<file path="src/rtl/adfp_pkg.sv">
// Shared types and constants for the advertising data filter and parser.
// No dependencies; used by adfp_walk and advertising_data_filter_parser.
`default_nettype none

package adfp_pkg;

  // AD structure type codes
  localparam logic [7:0] AD_FLAGS      = 8'h01;
  localparam logic [7:0] AD_NAME_SHORT = 8'h08;
  localparam logic [7:0] AD_NAME_FULL  = 8'h09;

  // flags bits checked by the discovery filter
  localparam logic [7:0] FLAG_LIMITED = 8'h01;
  localparam logic [7:0] FLAG_GENERAL = 8'h02;

  localparam logic [5:0] POS_MAX = 6'd63;

  // result queue
  localparam int FIFO_DEPTH = 4;
  localparam int FIFO_PTR_W = 2;
  localparam int FIFO_CNT_W = 3;

  typedef enum logic [1:0] {
    DISC_ALL     = 2'd0,
    DISC_LIMITED = 2'd1,
    DISC_GENERAL = 2'd2
  } disc_e;

  typedef enum logic [1:0] {
    HDR_LEN  = 2'd0,
    HDR_TYPE = 2'd1,
    HDR_DATA = 2'd2
  } hdr_e;

  typedef enum logic [1:0] {
    NAME_NONE    = 2'd0,
    NAME_STREAM  = 2'd1,
    NAME_FOUND   = 2'd2,
    NAME_UNKNOWN = 2'd3
  } name_e;

  typedef struct packed {
    logic [7:0] ad_byte;
    logic [4:0] report_length;
    logic       last_byte;
  } in_t;

  typedef struct packed {
    logic [7:0] name_char;
    logic       name_char_valid;
    logic       report_done;
    logic       accept;
    logic       flags_found;
    logic [7:0] flags_value;
    logic       name_status;
    logic [4:0] name_length;
  } out_t;

  // results produced by one byte: name byte first, then summary
  typedef struct packed {
    logic name_vld;
    logic sum_vld;
    out_t name_res;
    out_t sum_res;
  } walk_res_t;

endpackage

`default_nettype wire

</file>
<file path="src/rtl/adfp_walk.sv">
// LTV walker: per-report state and the combinational step for one byte.
// Depends on adfp_pkg.
`default_nettype none

module adfp_walk #(
  parameter int NAME_MAX = 29
) (
  input  wire                    clk_i,
  input  wire                    rst_ni,
  input  wire                    fire_i,
  input  adfp_pkg::in_t          item_i,
  input  adfp_pkg::disc_e        mode_i,
  output adfp_pkg::walk_res_t    res_o
);

  logic [5:0]      pos_q, pos_d;
  logic [7:0]      rem_q, rem_d;
  logic [7:0]      kind_q, kind_d;
  adfp_pkg::hdr_e  hdr_q, hdr_d;
  logic            stopped_q, stopped_d;
  logic            seen_q, seen_d;
  logic [7:0]      store_q, store_d;
  adfp_pkg::name_e name_q, name_d;
  logic [4:0]      count_q, count_d;

  logic            active;
  logic            name_hit;
  logic [8:0]      end_pos;
  logic [7:0]      rem_dec;
  logic            pass;

  function automatic logic is_name(input logic [7:0] k);
    return (k == adfp_pkg::AD_NAME_SHORT) || (k == adfp_pkg::AD_NAME_FULL);
  endfunction

  assign active  = !stopped_q && (pos_q < {1'b0, item_i.report_length});
  assign end_pos = 9'(pos_q) + 9'd1 + 9'(item_i.ad_byte);
  assign rem_dec = (rem_q != 8'd0) ? rem_q - 8'd1 : rem_q;

  // next state for one byte
  always_comb begin
    pos_d     = (pos_q < adfp_pkg::POS_MAX) ? pos_q + 6'd1 : pos_q;
    rem_d     = rem_q;
    kind_d    = kind_q;
    hdr_d     = hdr_q;
    stopped_d = stopped_q;
    seen_d    = seen_q;
    store_d   = store_q;
    name_d    = name_q;
    count_d   = count_q;
    name_hit  = 1'b0;
    if (active) begin
      case (hdr_q)
        adfp_pkg::HDR_LEN: begin
          // length byte counts itself in the bounds check
          if (item_i.ad_byte == 8'd0 || end_pos > 9'(item_i.report_length)) begin
            stopped_d = 1'b1;
            if (item_i.ad_byte != 8'd0 && name_q == adfp_pkg::NAME_NONE) begin
              name_d = adfp_pkg::NAME_UNKNOWN;
            end
          end else begin
            rem_d = item_i.ad_byte - 8'd1;
            hdr_d = adfp_pkg::HDR_TYPE;
          end
        end
        adfp_pkg::HDR_TYPE: begin
          kind_d = item_i.ad_byte;
          if (is_name(item_i.ad_byte) && name_q == adfp_pkg::NAME_NONE) begin
            if (rem_q > 8'(NAME_MAX)) begin
              name_d = adfp_pkg::NAME_UNKNOWN;
            end else if (rem_q == 8'd0) begin
              name_d = adfp_pkg::NAME_FOUND;
            end else begin
              name_d = adfp_pkg::NAME_STREAM;
            end
          end
          hdr_d = (rem_q == 8'd0) ? adfp_pkg::HDR_LEN : adfp_pkg::HDR_DATA;
        end
        adfp_pkg::HDR_DATA: begin
          if (kind_q == adfp_pkg::AD_FLAGS && !seen_q) begin
            seen_d  = 1'b1;
            store_d = item_i.ad_byte;
          end
          if (name_q == adfp_pkg::NAME_STREAM && is_name(kind_q)) begin
            name_hit = 1'b1;
            count_d  = count_q + 5'd1;
          end
          rem_d = rem_dec;
          if (rem_dec == 8'd0) begin
            hdr_d = adfp_pkg::HDR_LEN;
            if (name_q == adfp_pkg::NAME_STREAM) begin
              name_d = adfp_pkg::NAME_FOUND;
            end
          end
        end
        default: begin
        end
      endcase
    end
  end

  // filter decision and result words
  always_comb begin
    case (mode_i)
      adfp_pkg::DISC_ALL:     pass = 1'b1;
      adfp_pkg::DISC_LIMITED: pass = seen_d && ((store_d & adfp_pkg::FLAG_LIMITED) != 8'd0);
      adfp_pkg::DISC_GENERAL: pass = seen_d &&
          ((store_d & (adfp_pkg::FLAG_LIMITED | adfp_pkg::FLAG_GENERAL)) != 8'd0);
      default:                pass = 1'b0;
    endcase

    res_o                          = '0;
    res_o.name_vld                 = fire_i && name_hit;
    res_o.name_res.name_char       = item_i.ad_byte;
    res_o.name_res.name_char_valid = 1'b1;
    res_o.sum_vld                  = fire_i && item_i.last_byte;
    res_o.sum_res.report_done      = 1'b1;
    res_o.sum_res.accept           = pass;
    res_o.sum_res.flags_found      = seen_d;
    res_o.sum_res.flags_value      = seen_d ? store_d : 8'd0;
    res_o.sum_res.name_status      = !(name_d == adfp_pkg::NAME_STREAM ||
                                       name_d == adfp_pkg::NAME_FOUND);
    res_o.sum_res.name_length      = count_d;
  end

  always_ff @(posedge clk_i or negedge rst_ni) begin
    if (!rst_ni) begin
      pos_q     <= '0;
      rem_q     <= '0;
      kind_q    <= '0;
      hdr_q     <= adfp_pkg::HDR_LEN;
      stopped_q <= 1'b0;
      seen_q    <= 1'b0;
      store_q   <= '0;
      name_q    <= adfp_pkg::NAME_NONE;
      count_q   <= '0;
    end else if (fire_i) begin
      if (item_i.last_byte) begin
        // summary given: start afresh for the next report
        pos_q     <= '0;
        rem_q     <= '0;
        kind_q    <= '0;
        hdr_q     <= adfp_pkg::HDR_LEN;
        stopped_q <= 1'b0;
        seen_q    <= 1'b0;
        store_q   <= '0;
        name_q    <= adfp_pkg::NAME_NONE;
        count_q   <= '0;
      end else begin
        pos_q     <= pos_d;
        rem_q     <= rem_d;
        kind_q    <= kind_d;
        hdr_q     <= hdr_d;
        stopped_q <= stopped_d;
        seen_q    <= seen_d;
        store_q   <= store_d;
        name_q    <= name_d;
        count_q   <= count_d;
      end
    end
  end

endmodule

`default_nettype wire

</file>
<file path="src/rtl/advertising_data_filter_parser.sv">
// Top level: input register, LTV walker and a small result queue.
// Depends on adfp_pkg and adfp_walk.
`default_nettype none

// Advertising data parser. Bytes of one report enter on the in channel, one per
// transfer, with the report length and a last-byte mark; a new byte is taken every
// cycle unless in_stall_o is high. Each byte goes through an input register and one
// step of the LTV walker, then into a four-entry result queue. A byte gives no
// result, a name byte, a summary, or both (name byte first). The queue takes a
// byte only while two entries are free, so the rate is one byte per cycle while
// the queue has room; a byte with both a name byte and a summary fills two entries.
// The user must write discovery_mode through cfg_wr_en_i only between reports;
// the block itself does not enforce this.
module advertising_data_filter_parser #(
  parameter int NAME_MAX = 29
) (
  input  wire                clk_i,
  input  wire                rst_ni,
  input  wire                cfg_wr_en_i,
  input  wire  [1:0]         cfg_wr_data_i,
  input  wire                in_valid_i,
  output logic               in_stall_o,
  input  adfp_pkg::in_t      in_data_i,
  output logic               out_valid_o,
  input  wire                out_stall_i,
  output adfp_pkg::out_t     out_data_o
);

  localparam int PtrW = adfp_pkg::FIFO_PTR_W;
  localparam int CntW = adfp_pkg::FIFO_CNT_W;

  adfp_pkg::disc_e     mode_q;
  logic                in_vld_q, in_vld_d;
  adfp_pkg::in_t       in_q;
  logic                room;
  logic                consume;
  adfp_pkg::walk_res_t res;

  adfp_pkg::out_t      mem_q [adfp_pkg::FIFO_DEPTH];
  logic [PtrW-1:0]     wr_ptr_q, wr_ptr_d, rd_ptr_q, rd_ptr_d, sum_addr;
  logic [CntW-1:0]     cnt_q, cnt_d;
  logic [1:0]          push_n;
  logic                pop;

  always_ff @(posedge clk_i or negedge rst_ni) begin
    if (!rst_ni) begin
      mode_q <= adfp_pkg::DISC_ALL;
    end else if (cfg_wr_en_i) begin
      mode_q <= adfp_pkg::disc_e'(cfg_wr_data_i);
    end
  end

  // input register
  assign room       = cnt_q <= CntW'(adfp_pkg::FIFO_DEPTH - 2);
  assign consume    = in_vld_q && room;
  assign in_stall_o = in_vld_q && !room;

  always_comb begin
    in_vld_d = in_vld_q;
    if (in_valid_i && !in_stall_o) begin
      in_vld_d = 1'b1;
    end else if (consume) begin
      in_vld_d = 1'b0;
    end
  end

  always_ff @(posedge clk_i or negedge rst_ni) begin
    if (!rst_ni) begin
      in_vld_q <= 1'b0;
    end else begin
      in_vld_q <= in_vld_d;
    end
  end

  always_ff @(posedge clk_i) begin
    if (in_valid_i && !in_stall_o) begin
      in_q <= in_data_i;
    end
  end

  adfp_walk #(
    .NAME_MAX (NAME_MAX)
  ) u_walk (
    .clk_i  (clk_i),
    .rst_ni (rst_ni),
    .fire_i (consume),
    .item_i (in_q),
    .mode_i (mode_q),
    .res_o  (res)
  );

  // result queue
  assign push_n   = {1'b0, res.name_vld} + {1'b0, res.sum_vld};
  assign pop      = out_valid_o && !out_stall_i;
  assign sum_addr = wr_ptr_q + PtrW'(res.name_vld);
  assign wr_ptr_d = wr_ptr_q + PtrW'(push_n);
  assign rd_ptr_d = rd_ptr_q + PtrW'(pop);
  assign cnt_d    = cnt_q + CntW'(push_n) - CntW'(pop);

  always_ff @(posedge clk_i) begin
    if (res.name_vld) begin
      mem_q[wr_ptr_q] <= res.name_res;
    end
    if (res.sum_vld) begin
      mem_q[sum_addr] <= res.sum_res;
    end
  end

  always_ff @(posedge clk_i or negedge rst_ni) begin
    if (!rst_ni) begin
      wr_ptr_q <= '0;
      rd_ptr_q <= '0;
      cnt_q    <= '0;
    end else begin
      wr_ptr_q <= wr_ptr_d;
      rd_ptr_q <= rd_ptr_d;
      cnt_q    <= cnt_d;
    end
  end

  assign out_valid_o = cnt_q != '0;
  assign out_data_o  = mem_q[rd_ptr_q];

`ifndef SYNTHESIS
  a_cnt_bound: assert property (@(posedge clk_i) disable iff (!rst_ni)
    cnt_q <= CntW'(adfp_pkg::FIFO_DEPTH))
    else $error("result queue overfilled");

  a_summary_queued: assert property (@(posedge clk_i) disable iff (!rst_ni)
    (consume && in_q.last_byte) |=> out_valid_o)
    else $error("summary not queued after last byte");

  a_stall_needs_item: assert property (@(posedge clk_i) disable iff (!rst_ni)
    in_stall_o |-> in_vld_q)
    else $error("stall raised with empty input register");

  a_result_kind: assert property (@(posedge clk_i) disable iff (!rst_ni)
    out_valid_o |-> !(out_data_o.name_char_valid && out_data_o.report_done))
    else $error("result is both name byte and summary");
`endif

endmodule

`default_nettype wire
</file>
<file path="config.mk">
export PLATFORM = sky130hd
export DESIGN_NAME = advertising_data_filter_parser
export DESIGN_NICKNAME = d
export VERILOG_FILES = /design/src/rtl/adfp_pkg.sv /design/src/rtl/adfp_walk.sv /design/src/rtl/advertising_data_filter_parser.sv
export SDC_FILE = /design/constraint.sdc
export NUM_CORES = 1
export LEC_CHECK = 0
export ABC_AREA = 1
export BUFFER_PORTS_ARGS = -buffer_cell sky130_fd_sc_hd__buf_4
export CORE_ASPECT_RATIO = 1.4
export CORE_UTILIZATION = 30
export DETAILED_ROUTE_END_ITERATION = 12
export GPL_ROUTABILITY_DRIVEN = 1
export PLACE_DENSITY = 0.55
export SETUP_SLACK_MARGIN = 0.5
export SYNTH_ARGS = -nofsm -noshare
export SYNTH_HDL_FRONTEND = slang
export SYNTH_SLANG_ARGS = --single-unit
</file>
<file path="constraint.sdc">
create_clock -name clk_i -period 10.8 [get_ports clk_i]
set_input_delay 2.16 -clock clk_i [delete_from_list [all_inputs] [get_ports clk_i]]
set_output_delay 2.16 -clock clk_i [all_outputs]
set_load 0.05 [all_outputs]
</file>
==> out/qor.txt <==
biggest fanout along the worst timing path - 28
xor-xnor portion of the synthesized cell area - 0.02222
Post-CTS Setup Inserts - 0
type of the worst min-delay path - reg -> reg
count of input and output buffers - 48
global-route usage over all layers - 0.1593
worst path cell trace - inv_1, o21ai_0, o22ai_1, buf_4
pre-CTS setup slack - 6.594 ns
Achievable Freq - 217.7 MHz
maximum number of pins on one net before global-route repair - 54
Final Skew - 0.01045 ns
final number of max-transition violations - 0
Clock Latency Late Sink - 0.44 ns
async set or reset register ratio after synthesis - 0.3018
count of distinct cell types in the synthesized netlist - 41
shortest clock period the worst path allows after layout - 4.594 ns
run status - completed
adder and majority cell fraction of the synthesized area - 0.05945
cell type contributing the most total cell area after synthesis - sky130_fd_sc_hd__edfxtp_1
Yosys warning count - 0
total of flip-flops plus latches after synthesis - 169
starting utilization of the core area - 0.3052
arrival time at the worst endpoint - 2.43 ns
number of instances in the synthesized netlist - 1008
Req. time, crit path - 8.64 ns
fraction of synthesized area in multiplexers - 0
post-detailed-route DRC marker count - 0
Leakage Power - 4.181 nW
number of global-route vias before repair - 6949
drt via density - 4.741
top cells by area, synth - sky130_fd_sc_hd__edfxtp_1 27%, sky130_fd_sc_hd__dfrtp_1 15%, sky130_fd_sc_hd__dfxtp_1 9.2%
total number of H-tree levels - 4
post-DP HPWL - 16.39 mm
Netlist Area Pre-Place - 8671 sq um
count of antenna-violating nets left after detailed routing - 0
Worst slew margin - 0.4552
Period Utilization, post-route - 0.4254
iteration-0 DRC count of the detailed router - 357
endpoint class of the critical path - output port
part of the Yosys area used for sequential elements - 0.5097
Setup Crit Path Kind - reg -> out
Fin. Hold Viols - 0
global placement routability congestion - 0.8291
Final setup violation count - 0
crit-path leading delay family - buffers and inverters
post-CTS sizing - 0
Min Hold Slack - 0.4515 ns
diodes inserted - 0
Longest Clk Path Bufs - 2
post-route cell area - 9951 sq um
Worst setup SP type - flop
area share of and/or/nand/nor cells after synthesis - 0.2170
# nets final - 1108
Primary FF master, synth - sky130_fd_sc_hd__edfxtp_1
number of max-cap violations - 0
first-pass GRT wire length - 36.66 mm
count of buffering cells on the critical path with inverters included - 2
unrepaired setup endpoints after global routing - false
Slowest-stage cell, CP - sky130_fd_sc_hd__dfrtp_1
detailed-routing iteration count for the pre-antenna-repair pass - 5
residual overflow from global routing - 0
syn nets - 1069
fin worst setup slack - 6.206 ns
I/O pins - 49
number of enable flip-flop cells after synthesis - 78
cell area after placement - 9394 sq um
Placeable Area - 28410 sq um
die area - 29600 sq um
average detailed-routed wire length per instance - 15.56 microns
number of buffers created by CTS - 17
Critical Path Max Stage Delay - 0.69 ns
total number of vias - 6804
width of the die - 145.7 microns
Synth Area in Compound Gates - 0.1260
wire length after detailed routing - 22.32 mm
CTS tree - done
ratio of total power to cell area - 285.0 nW/um^2
clock transition time at the flip-flop clock pins of the worst setup and hold paths - 0.07 ns
DIE HEIGHT - 203.2 microns
proportion of netlist area held by the largest area contributor - 0.2701
dominant combinational cell family by area after synthesis - simple AND/OR/NAND/NOR gates
average size of a mapped cell - 8.602 sq um
number of hold buffers added after cts - 0
root buffer selected by CTS - sky130_fd_sc_hd__clkbuf_16
accumulated negative setup slack - 0 ns
worst-margin pin slew - 0.8153 ns
initial antenna violation count - 0
maximum VDD drop - 125.2 uV
fraction of final layout cells with drive strength greater than 1 - 0.1198
clock tree sinks - 169
area growth from synthesis to layout - 14.76%
number of rows in the core area - 73
sequential cells by signal, indices dropped and copies added, names as in the netlist, 2 cells and up:
| name | count |
|---|---|
| u_walk.kind_q | 8 |
| u_walk.store_q | 8 |
| mode_q | 2 |
| u_walk.pos_q | 6 |
| u_walk.rem_q | 8 |
| u_walk.count_q | 5 |
| u_walk.hdr_q | 2 |
| u_walk.name_q | 2 |
| in_q | 14 |
| cnt_q | 3 |
| wr_ptr_q | 2 |
| rd_ptr_q | 2 |
| mem_q | 104 |
path summary, 6_finish.rpt:
check                           startpoint        endpoint  slack [ns]  cells past startpoint
setup reg to reg           u_walk.pos_q[4]     mem_q[0][7]        6.69                     16
hold / removal                mem_q[2][16]    mem_q[2][16]        0.45                      2
max in group asynchronous           rst_ni        in_vld_q        8.53                      1
setup / recovery               rd_ptr_q[1]  out_data_o[11]        6.21                      4
hold reg to reg               mem_q[2][16]    mem_q[2][16]        0.45                      2
min in group asynchronous           rst_ni       mode_q[1]        1.77                      1
power by group:
group,internal (mW),leakage [nW],switching (mW),total [mW]
logic,0.397,2.18,0.961,1.36
registers,0.788,1.73,0.100,0.888
clock network,0.305,0.275,0.286,0.591
total,1.49,4.18,1.35,2.84
Yosys cell counts, drive strengths merged (4+ instances only):
cell type and number:
edfxtp 78, xor2 18, inv 114, nand4 10, clkbuf 21, nor3 10, nor2 161, o21a 4
a21oi 55, dfrtp 51, o22ai 45, ha 38, nand3 34, dfxtp 40, buf 10, o21ai 90
or2 6, nand2 208, xnor2 4
per-stage QoR:
stage | total power [mW] | cells | util
floorplan | 1.869 | 1008 | -
global placement | 2.253 | 1403 | 0.3307
detailed placement | 2.266 | 1403 | 0.3307
CTS | 2.867 | 1435 | 0.3503
global route | 3.034 | 1435 | 0.3503
finish | 2.836 | 1435 | 0.3503
tightest hold or removal path, delay by kind of cell (launching register included):
kind	cells	cell delay, ns
flip-flops	1	0.31
AND/OR/NAND/NOR	2	0.10
routing by layer:
metal	vias to the layer above	global-route usage	wire length (microns)
met5	-	0	0
met4	0	0.07481	670
met3	38	0.02640	548
met2	112	0.3001	12180
met1	3242	0.1721	8921
li1	3412	-	-
cells in the final DEF (no fill, tap or decap), types with 5 or more instances in the layout:
cell                        instances
sky130_fd_sc_hd__nand2_1          206
sky130_fd_sc_hd__nor2_1           151
sky130_fd_sc_hd__inv_1            101
sky130_fd_sc_hd__o21ai_0           85
sky130_fd_sc_hd__edfxtp_1          78
sky130_fd_sc_hd__a21oi_1           53
sky130_fd_sc_hd__dfrtp_1           51
sky130_fd_sc_hd__buf_4             51
sky130_fd_sc_hd__o22ai_1           45
sky130_fd_sc_hd__dfxtp_1           40
sky130_fd_sc_hd__ha_1              38
sky130_fd_sc_hd__nand3_1           29
sky130_fd_sc_hd__xor2_1            18
sky130_fd_sc_hd__clkbuf_16         17
sky130_fd_sc_hd__inv_2             12
sky130_fd_sc_hd__nand4_1           10
sky130_fd_sc_hd__nor2_2             7
sky130_fd_sc_hd__inv_6              7
sky130_fd_sc_hd__nor3_4             5
sky130_fd_sc_hd__o21ai_1            5
area by class of cell:
class                           instances  area [sq um]
Fill cell                            2932         18460
Sequential cell                       169          4419
Multi-Input combinational cell        692          3682
Tap cell                              375         469.2
Inverter                              116         440.4
Clock buffer                           17         425.4
Timing Repair Buffer                   51         382.9
Clock inverter                         15         131.4
cells by family (layout without fill, tap and decap cells):
logic type	Yosys count	in the layout
and+or+nand+nor	430	430
DFF	169	169
xor gates and xnor gates	22	22
adders and majority gates	40	40
buffers and inverters	147	199
AOI/OAI and AO/OA	200	200
Note: power is estimated with default switching activity, not from simulation.
